### config.mk
export PLATFORM = sky130hd
export DESIGN_NAME = stop_order_trigger_table_unit
export DESIGN_NICKNAME = d
export VERILOG_FILES = /design/src/hw/rtl/sott_pkg.sv /design/src/hw/rtl/sott_ram.sv /design/src/hw/rtl/sott_ctrl.sv /design/src/hw/rtl/sott_dp.sv /design/src/hw/rtl/stop_order_trigger_table_unit.sv
export SDC_FILE = /design/constraint.sdc
export NUM_CORES = 2
export LEC_CHECK = 0
export BUFFER_PORTS_ARGS = -buffer_cell sky130_fd_sc_hd__buf_2
export CAP_MARGIN = 40
export CORE_UTILIZATION = 62
export CTS_CLUSTER_SIZE = 10
export DETAILED_ROUTE_END_ITERATION = 8
export GPL_ROUTABILITY_DRIVEN = 0
export PLACE_DENSITY = 0.87
export SYNTH_ARGS = -nofsm -noshare
export SYNTH_HDL_FRONTEND = slang
export SYNTH_SLANG_ARGS = --single-unit
### constraint.sdc
create_clock -name i_clk -period 16.7 [get_ports i_clk]
set_input_delay 2.505 -clock i_clk [delete_from_list [all_inputs] [get_ports i_clk]]
set_output_delay 2.505 -clock i_clk [all_outputs]
set_load 0.005 [all_outputs]
### src/hw/rtl/sott_pkg.sv
// Shared types and constants of the stop order trigger table.
package sott_pkg;

    // Default number of table entries.
    localparam int ENTRIES_DEF = 16;

    // Tick value after reset.
    localparam logic [15:0] TICK_RESET = 16'd1;

    // Request operation codes; the fourth code is ignored.
    localparam logic [1:0] OP_ADD    = 2'd0;
    localparam logic [1:0] OP_REMOVE = 2'd1;
    localparam logic [1:0] OP_TICK   = 2'd2;

    // Result status codes.
    localparam logic STATUS_FIRED   = 1'b0;
    localparam logic STATUS_DROPPED = 1'b1;

    // One request as it arrives on the input ports.
    typedef struct packed {
        logic [1:0]         op;
        logic [15:0]        order_id;
        logic signed [31:0] order_price;
        logic               is_sell;
        logic [7:0]         cut_slip;
        logic [15:0]        counter_id;
        logic signed [31:0] close_price;
    } t_req;

    // One result as it leaves on the output ports.
    typedef struct packed {
        logic               status;
        logic [15:0]        fired_id;
        logic signed [31:0] fired_price;
        logic               fired_sell;
    } t_res;

    // One stored order, as held in the entry memory.
    typedef struct packed {
        logic [15:0]        id;
        logic signed [31:0] price;
        logic               sell;
        logic [7:0]         slip;
        logic [15:0]        counter;
    } t_entry;

    // Commands from the controller to the datapath.
    typedef struct packed {
        logic load;     // latch a new request and rewind the scan
        logic scan_go;  // step the scan through the entry memory
        logic cscan;    // the scan deletes the counter order
        logic commit;   // apply the outcome of the first scan
        logic fire;     // build the slipped result of a triggered order
    } t_dp_cmd;

    // Status from the datapath to the controller.
    typedef struct packed {
        logic scan_done;  // every entry has been read and evaluated
        logic hit;        // a price tick found a triggered order
    } t_dp_sts;

endpackage

### src/hw/rtl/sott_ram.sv
// Generic single write port, single read port RAM with registered read data.
module sott_ram #(
    parameter int WIDTH = 8,
    parameter int DEPTH = 16
) (
    input  logic                     i_clk,
    input  logic                     i_wr_en,
    input  logic [$clog2(DEPTH)-1:0] i_wr_addr,
    input  logic [WIDTH-1:0]         i_wr_data,
    input  logic                     i_rd_en,
    input  logic [$clog2(DEPTH)-1:0] i_rd_addr,
    output logic [WIDTH-1:0]         o_rd_data
);

    logic [WIDTH-1:0] r_mem [DEPTH];
    logic [WIDTH-1:0] r_rd_data;

    // Write and registered read.
    always_ff @(posedge i_clk) begin
        if (i_wr_en) begin
            r_mem[i_wr_addr] <= i_wr_data;
        end
        if (i_rd_en) begin
            r_rd_data <= r_mem[i_rd_addr];
        end
    end

    assign o_rd_data = r_rd_data;

endmodule

### src/hw/rtl/sott_ctrl.sv
// Controller state machine of the stop order trigger table.
module sott_ctrl (
    input  logic              i_clk,
    input  logic              i_rst_n,
    input  logic              i_start,
    input  sott_pkg::t_dp_sts i_sts,
    output sott_pkg::t_dp_cmd o_cmd,
    output logic              o_busy
);

    typedef enum logic [2:0] {
        S_IDLE,
        S_SCAN,
        S_COMMIT,
        S_CSCAN,
        S_FIRE
    } t_state;

    t_state r_state;
    t_state n_state;
    logic   r_busy;

    // Next state.
    always_comb begin
        n_state = r_state;
        unique case (r_state)
            S_IDLE: begin
                if (i_start) begin
                    n_state = S_SCAN;
                end
            end
            S_SCAN: begin
                if (i_sts.scan_done) begin
                    n_state = S_COMMIT;
                end
            end
            S_COMMIT: begin
                n_state = i_sts.hit ? S_CSCAN : S_IDLE;
            end
            S_CSCAN: begin
                if (i_sts.scan_done) begin
                    n_state = S_FIRE;
                end
            end
            S_FIRE: begin
                n_state = S_IDLE;
            end
            default: begin
                n_state = S_IDLE;
            end
        endcase
    end

    // State and the registered busy flag.
    always_ff @(posedge i_clk) begin
        if (!i_rst_n) begin
            r_state <= S_IDLE;
            r_busy  <= 1'b0;
        end else begin
            r_state <= n_state;
            r_busy  <= (n_state != S_IDLE);
        end
    end

    // Commands decoded from the state.
    always_comb begin
        o_cmd.load    = (r_state == S_IDLE) && i_start;
        o_cmd.scan_go = (r_state == S_SCAN) || (r_state == S_CSCAN);
        o_cmd.cscan   = (r_state == S_CSCAN);
        o_cmd.commit  = (r_state == S_COMMIT);
        o_cmd.fire    = (r_state == S_FIRE);
    end

    assign o_busy = r_busy;

    // An accepted request keeps the block busy in the next cycle.
    a_accept_busy: assert property (@(posedge i_clk) disable iff (!i_rst_n)
        (i_start && !r_busy) |=> r_busy)
        else $error("request accepted but block not busy afterwards");

    // A result is only built straight after the counter order scan.
    a_fire_after_cscan: assert property (@(posedge i_clk) disable iff (!i_rst_n)
        o_cmd.fire |-> $past(r_state) == S_CSCAN)
        else $error("fire command outside the counter scan sequence");

endmodule

### src/hw/rtl/sott_dp.sv
// Datapath of the stop order trigger table: entry store, scan, slip and result.
module sott_dp #(
    parameter int ENTRIES = sott_pkg::ENTRIES_DEF
) (
    input  logic              i_clk,
    input  logic              i_rst_n,
    input  logic              i_cfg_wr_en,
    input  logic [15:0]       i_cfg_wr_data,
    input  sott_pkg::t_req    i_req,
    input  sott_pkg::t_dp_cmd i_cmd,
    output sott_pkg::t_dp_sts o_sts,
    output sott_pkg::t_res    o_res,
    output logic              o_res_strobe
);

    localparam int AW = $clog2(ENTRIES);
    localparam int EW = $bits(sott_pkg::t_entry);
    localparam logic [AW:0] LAST_CNT = (AW + 1)'(ENTRIES);

    // Configuration and the latched request.
    logic [15:0]      r_tick;
    sott_pkg::t_req   r_req;

    // Valid bit of each entry.
    logic [ENTRIES-1:0] r_valid;

    // Scan address counter and the read pipeline.
    logic [AW:0]   r_cnt;
    logic          r_rd_vld;
    logic [AW-1:0] r_rd_idx;
    logic          issue;

    // Findings of the first scan.
    logic             r_match_found;
    logic [AW-1:0]    r_match_slot;
    logic             r_free_found;
    logic [AW-1:0]    r_free_slot;
    logic             r_hit;
    logic [AW-1:0]    r_best_slot;
    sott_pkg::t_entry r_best;

    // Slip product and result register.
    logic [23:0]    r_prod;
    sott_pkg::t_res r_res;
    logic           r_stb;

    // Memory ports.
    logic             wr_en;
    logic [AW-1:0]    wr_slot;
    sott_pkg::t_entry wr_entry;
    logic [EW-1:0]    rd_data;
    sott_pkg::t_entry rd_entry;

    // Per-entry compares on the word just read.
    logic ent_valid;
    logic id_match;
    logic cnt_match;
    logic price_match;
    logic drop;

    // Slipped and saturated price.
    logic signed [33:0] base;
    logic signed [33:0] delta;
    logic signed [33:0] sum;
    logic signed [31:0] sat_price;

    sott_ram #(
        .WIDTH (EW),
        .DEPTH (ENTRIES)
    ) u_ram (
        .i_clk     (i_clk),
        .i_wr_en   (wr_en),
        .i_wr_addr (wr_slot),
        .i_wr_data (wr_entry),
        .i_rd_en   (issue),
        .i_rd_addr (r_cnt[AW-1:0]),
        .o_rd_data (rd_data)
    );

    assign rd_entry = sott_pkg::t_entry'(rd_data);
    assign issue    = i_cmd.scan_go && (r_cnt != LAST_CNT);

    // Compares of the entry returned by the memory.
    always_comb begin
        ent_valid   = r_valid[r_rd_idx];
        id_match    = ent_valid && (rd_entry.id == r_req.order_id);
        cnt_match   = ent_valid && (rd_entry.id == r_best.counter);
        price_match = ent_valid && (rd_entry.price == r_req.close_price)
                      && (!r_hit || (rd_entry.id < r_best.id));
    end

    // An add with neither a known id nor a free slot is dropped.
    assign drop = (r_req.op == sott_pkg::OP_ADD) && !r_match_found && !r_free_found;

    // Write of an added order.
    always_comb begin
        wr_en            = i_cmd.commit && (r_req.op == sott_pkg::OP_ADD) && !drop;
        wr_slot          = r_match_found ? r_match_slot : r_free_slot;
        wr_entry.id      = r_req.order_id;
        wr_entry.price   = r_req.order_price;
        wr_entry.sell    = r_req.is_sell;
        wr_entry.slip    = r_req.cut_slip;
        wr_entry.counter = r_req.counter_id;
    end

    // Price moved by the slip, clamped to the signed 32-bit range.
    always_comb begin
        base  = 34'(r_best.price);
        delta = $signed({10'b0, r_prod});
        sum   = r_best.sell ? (base - delta) : (base + delta);
        if ((sum[33:31] == 3'b000) || (sum[33:31] == 3'b111)) begin
            sat_price = sum[31:0];
        end else if (sum[33]) begin
            sat_price = {1'b1, 31'b0};
        end else begin
            sat_price = {1'b0, {31{1'b1}}};
        end
    end

    // Control registers: configuration, valid bits, scan and strobe.
    always_ff @(posedge i_clk) begin
        if (!i_rst_n) begin
            r_tick        <= sott_pkg::TICK_RESET;
            r_valid       <= '0;
            r_cnt         <= '0;
            r_rd_vld      <= 1'b0;
            r_match_found <= 1'b0;
            r_free_found  <= 1'b0;
            r_hit         <= 1'b0;
            r_stb         <= 1'b0;
        end else begin
            if (i_cfg_wr_en) begin
                r_tick <= i_cfg_wr_data;
            end

            r_rd_vld <= issue;
            r_stb    <= (i_cmd.commit && drop) || i_cmd.fire;

            if (i_cmd.load || i_cmd.commit) begin
                r_cnt <= '0;
            end else if (issue) begin
                r_cnt <= r_cnt + 1'b1;
            end

            if (i_cmd.load) begin
                r_match_found <= 1'b0;
                r_free_found  <= 1'b0;
                r_hit         <= 1'b0;
            end else if (r_rd_vld && !i_cmd.cscan) begin
                // First scan: lowest slot wins for id and free, lowest id for price.
                if (id_match && !r_match_found) begin
                    r_match_found <= 1'b1;
                end
                if (!ent_valid && !r_free_found) begin
                    r_free_found <= 1'b1;
                end
                if (price_match && (r_req.op == sott_pkg::OP_TICK)) begin
                    r_hit <= 1'b1;
                end
            end

            // Valid bit updates at commit and during the counter scan.
            if (i_cmd.commit) begin
                if (wr_en) begin
                    r_valid[wr_slot] <= 1'b1;
                end
                if ((r_req.op == sott_pkg::OP_REMOVE) && r_match_found) begin
                    r_valid[r_match_slot] <= 1'b0;
                end
                if (r_hit) begin
                    r_valid[r_best_slot] <= 1'b0;
                end
            end else if (r_rd_vld && i_cmd.cscan && cnt_match) begin
                r_valid[r_rd_idx] <= 1'b0;
            end
        end
    end

    // Payload registers.
    always_ff @(posedge i_clk) begin
        if (i_cmd.load) begin
            r_req <= i_req;
        end
        if (issue) begin
            r_rd_idx <= r_cnt[AW-1:0];
        end
        if (r_rd_vld && !i_cmd.cscan) begin
            if (id_match && !r_match_found) begin
                r_match_slot <= r_rd_idx;
            end
            if (!ent_valid && !r_free_found) begin
                r_free_slot <= r_rd_idx;
            end
            if (price_match && (r_req.op == sott_pkg::OP_TICK)) begin
                r_best_slot <= r_rd_idx;
                r_best      <= rd_entry;
            end
        end
        if (i_cmd.commit) begin
            r_prod <= 24'(r_best.slip) * 24'(r_tick);
        end
        if (i_cmd.commit && drop) begin
            r_res.status      <= sott_pkg::STATUS_DROPPED;
            r_res.fired_id    <= r_req.order_id;
            r_res.fired_price <= r_req.order_price;
            r_res.fired_sell  <= r_req.is_sell;
        end else if (i_cmd.fire) begin
            r_res.status      <= sott_pkg::STATUS_FIRED;
            r_res.fired_id    <= r_best.id;
            r_res.fired_price <= sat_price;
            r_res.fired_sell  <= r_best.sell;
        end
    end

    assign o_sts.scan_done = (r_cnt == LAST_CNT) && !r_rd_vld;
    assign o_sts.hit       = r_hit;
    assign o_res           = r_res;
    assign o_res_strobe    = r_stb;

    // The entry memory is never written while a scan reads it.
    a_no_write_in_scan: assert property (@(posedge i_clk) disable iff (!i_rst_n)
        i_cmd.scan_go |-> !wr_en)
        else $error("entry write during a scan");

    // A triggered order is gone from the table once the commit is done.
    a_fired_cleared: assert property (@(posedge i_clk) disable iff (!i_rst_n)
        (i_cmd.commit && r_hit) |=> !r_valid[r_best_slot])
        else $error("triggered order still valid after commit");

endmodule

### src/hw/rtl/stop_order_trigger_table_unit.sv
// Top level of the stop order trigger table: controller, datapath and ports.
//
// The block holds up to ENTRIES pending stop orders with one-cancels-other
// pairing. A request is taken when start is high and busy is low. Every
// request reads the whole entry memory once, one entry a cycle through its
// single read port, then settles the last read and commits, so an add, a
// remove, an ignored code or a price tick that triggers nothing passes through
// S_SCAN and S_COMMIT while busy is high. A price tick that triggers an
// order reads the memory a second time to delete the counter order (S_CSCAN)
// and then builds the result (S_FIRE) before busy falls. A result (a fired
// order, or an add dropped because the table is full) appears on o_res for
// exactly one cycle with o_res_strobe high, in the cycle in which busy falls;
// the receiver cannot stall it, so it must take it in that cycle. tick_value
// is written through i_cfg_wr_en and i_cfg_wr_data; the user must do so only
// while the block is idle, as the block itself does not enforce it.
module stop_order_trigger_table_unit #(
    parameter int ENTRIES = sott_pkg::ENTRIES_DEF
) (
    input  logic           i_clk,
    input  logic           i_rst_n,
    input  logic           i_cfg_wr_en,
    input  logic [15:0]    i_cfg_wr_data,
    input  logic           start,
    output logic           busy,
    input  sott_pkg::t_req i_req,
    output sott_pkg::t_res o_res,
    output logic           o_res_strobe
);

    sott_pkg::t_dp_cmd cmd;
    sott_pkg::t_dp_sts sts;

    // Sequencing of each request.
    sott_ctrl u_ctrl (
        .i_clk   (i_clk),
        .i_rst_n (i_rst_n),
        .i_start (start),
        .i_sts   (sts),
        .o_cmd   (cmd),
        .o_busy  (busy)
    );

    // Entry store, scan compares and result formation.
    sott_dp #(
        .ENTRIES (ENTRIES)
    ) u_dp (
        .i_clk         (i_clk),
        .i_rst_n       (i_rst_n),
        .i_cfg_wr_en   (i_cfg_wr_en),
        .i_cfg_wr_data (i_cfg_wr_data),
        .i_req         (i_req),
        .i_cmd         (cmd),
        .o_sts         (sts),
        .o_res         (o_res),
        .o_res_strobe  (o_res_strobe)
    );

endmodule
==> impl_results.md <==
* Cells on worst reg2reg path at 6
* Clock Latency Late Sink at 0.80 ns
* CTS Hold Bufs at 0
* Nets at 3983
* Final Slew Violations at 0
* DR vias at 36846
* Crit Path Category: flip-flop to flip-flop
* Cell taking the most area after synthesis: edfxtp_1
* Final worst slack at ~11 ns
* Die ar. at between 100000 and 150000 sq um
* P&R area growth vs syn at 12.8%
* Crit. path cell count at 6
* Status: finished with violations
* Synth unique cells at between 70 and 80
* Initial antenna violation count at 8
* CP max-delay cell: nor2_4
* Max Freq at 0.183 GHz
* Worst Tran Pin Value at 1.08 ns
* Starting Density at 0.625
* Post-synthesis sequential area ratio at 0.714
* Pre-CTS setup slack at 11.36 ns
* Synth Warn # at 0
* CP max FO at 33
* Sink Count at 1557
* Total core area at 104000 sq um
* Worst min path class: flip-flop to flip-flop
* Count leader, synth: edfxtp_1
* CTS tree: built
* DR vias/cell at just over 7
* Total gr overflow at 0
* Top FF cell, synth: edfxtp_1
* Max incr delay on CP at 0.86 ns
* Final min period at 5.46 ns
* Setup Buffers After CTS at 0
* Die width at approximately 330 microns
* Req. time, crit path at 17.10 ns
* Fin crit share at 0.327
* Setup TNS at 0 ns
* Final setup viols at 0
* Net Switching at 1790 uW
* DRC at 65
* Ports at 179
* Arrival time at the worst endpoint at just under 6 ns
* Final wirelength at about 180 mm
* Clock transition at path regs at ~0.070 ns
* Failing checks: design-rule violations
* Most frequent cells after synthesis: edfxtp_1, mux4_2, inv_1
* Detailed Routing Iterations Pass 1 at 9
* Critical Path Sink Type: flip-flop
* Relative slew slack at 0.282
* Initial DRC Count at 6407
* Comb power frac at 0.043
* FF+latch count, synth at between 1500 and 2000
* Final ANT Viol Nets at 0
* Synth area leaders: edfxtp_1, mux4_2, fa_1
* Clk root buf: clkbuf_16
* Post-synth EDFFs at 1510
* Hold depth at 0
* Critical path launch point type: flip-flop
* Row Count at between 100 and 150
* Vias in the first global route at ~38000
* # resized after CTS at 0
* CTS Buffer Depth at 3
* Syn Nets at 3683
* TritonCTS Buffers at 175
* Port buffer count at 178
* Net Sw Frac at 0.218
* GRT Util Overall at 0.347
* Critical path cell sequence: or3b_2 > nor3_1 > nand3_1 > nor2_4 > buf_4 > buf_4
* Internal at 6440 uW
* FFs w/ async S/R, synth at 0
* Most used cell, CP: buf_4
* Final Hold Violating Endpoints at 0
* Seq pwr share at 0.534
* Share of cells above drive strength 1 at 0.238
* RSZ-0062 raised after global routing: false
* CP bufs+invs at 2
* Leakage at 0.0241 uW
* Largest net degree at the start of global routing at 165
* Worst VDD drop at 114 uV
* Clock skew at 0.0350 ns
* Syn Area/Cell at approximately 19 sq um
* Drt wl/cell at 35.4 microns
* Mapped cell area at 64800 sq um
* Global-route wire length before repair at between 200 and 300 mm
* Synth Instances at 3377
* Hpwl dp at approximately 99 mm
* DIE HEIGHT at 325 microns
* Family with the most delay on the worst path: simple AND/OR/NAND/NOR gates
* H-tree Lvls at 4
* Power density over cell area at 113 nW/um^2
* Max Cap Violations at 0
* Clock share of power at 0.423
* Top-area cell type share of the netlist area at 0.700
path summary, 6_finish.rpt:
check	start	end	slack, ns
worst max-delay path	u_ctrl.r_state[1]$_SDFF_PN0_	u_dp.u_ram.r_mem[4][29]$_DFFE_PP_	11.24
worst min-delay path	u_dp.u_ram.o_rd_data[2]$_DFFE_PP_	u_dp.r_best[2]$_DFFE_PP_	0.41
worst max register to register	u_ctrl.r_state[1]$_SDFF_PN0_	u_dp.u_ram.r_mem[4][29]$_DFFE_PP_	11.24
worst min register to register	u_dp.u_ram.o_rd_data[2]$_DFFE_PP_	u_dp.r_best[2]$_DFFE_PP_	0.41
per-stage QoR:
| step | area (sq um) | utilization | total power (uW) | hold slack [ns] | std cells |
|---|---|---|---|---|---|
| floorplan | 64800 | - | 4690 | 0.400 | 3377 |
| global placement | 67400 | 0.651 | 4790 | 0.404 | 4845 |
| detailed placement | 68200 | 0.658 | 4810 | 0.410 | 4876 |
| CTS | 73100 | 0.705 | 8240 | 0.419 | 5112 |
| global route | 73100 | 0.705 | 8410 | 0.425 | 5116 |
| finish | 73100 | 0.705 | 8240 | 0.407 | 5119 |
power groups by stage:
stage / Clock (uW) / Sequential (uW) / Combinational, uW
after global placement: 0 / 4470 / 322
after CTS: 3490 / 4390 / 358
after global routing: 3630 / 4400 / 382
after floorplan: 0 / 4440 / 246
after detailed placement: 0 / 4470 / 344
final: 3480 / 4400 / 356
routing by layer:
layer,share of wire,GRT usage
met1,0.32,0.428
met3,0.12,0.0849
met2,0.50,0.569
met4,0.061,0.188
met5,0.00041,0
cell families (layout without fill, tap and decap cells):
group                    count (synthesis)  count (layout)  synth area share
AO/OA/AOI/OAI                          327             327            0.0339
XOR/XNOR                               137             137            0.0185
adder cells (fa/ha/maj)                180             180            0.0446
buffers and inverters                  275             634            0.0165
flip-flops                            1557            1557             0.714
multiplexers                           391             391             0.132
other                                    0               3                 0
AND/OR/NAND/NOR                        510             510            0.0406
worst register-to-register path: cells and delay by family, from the launching register on:
family	cells	cell delay, ns
and+or+nand+nor	4	3.08
buffers and inverters	2	1.34
DFF	1	0.62
layout make-up:
class | instances | area (sq um)
flip-flops and latches | 1557 | 46300
fillers | 5674 | 30500
multi-input cells | 1545 | 17600
clock buffers | 218 | 4590
repair buffers | 263 | 2040
well taps | 1380 | 1730
inverters | 135 | 507
clock inverters | 18 | 323
diodes | 3 | 7.51
flip-flops by register name, summed over array words and instances, names as in the netlist:
signal                count
u_ctrl.r_state            3
u_dp.o_res_strobe         1
u_dp.r_match_slot         4
u_dp.base                32
u_dp.r_tick              16
u_dp.u_ram.r_mem       1168
u_dp.r_best              41
u_dp.r_rd_vld             1
u_dp.r_best_slot          4
u_dp.r_cnt                5
u_dp.r_hit                1
u_dp.r_rd_idx             4
u_dp.r_match_found        1
u_dp.u_ram.o_rd_data     73
u_ctrl.o_busy             1
u_dp.r_prod              24
u_dp.r_req              107
u_dp.r_valid             16
u_dp.r_free_slot          4
u_dp.r_free_found         1
u_dp.o_res               50
cell usage in the layout (no fill, tap or decap), types with 21 or more instances in the layout:
cell,n
nand4_1,21
mux4_2,370
xor2_1,66
nand3_1,29
buf_4,53
fa_1,85
and2_1,113
nor3_1,30
nand2_1,114
a21o_1,32
inv_1,135
buf_16,21
nor2_1,90
buf_2,179
dfxtp_1,43
o21ai_0,61
xnor2_1,71
edfxtp_1,1510
clkbuf_16,177
nor2b_1,30
a21oi_1,88
clkbuf_1,40
ha_1,94
(Power assumes the default switching activity.)
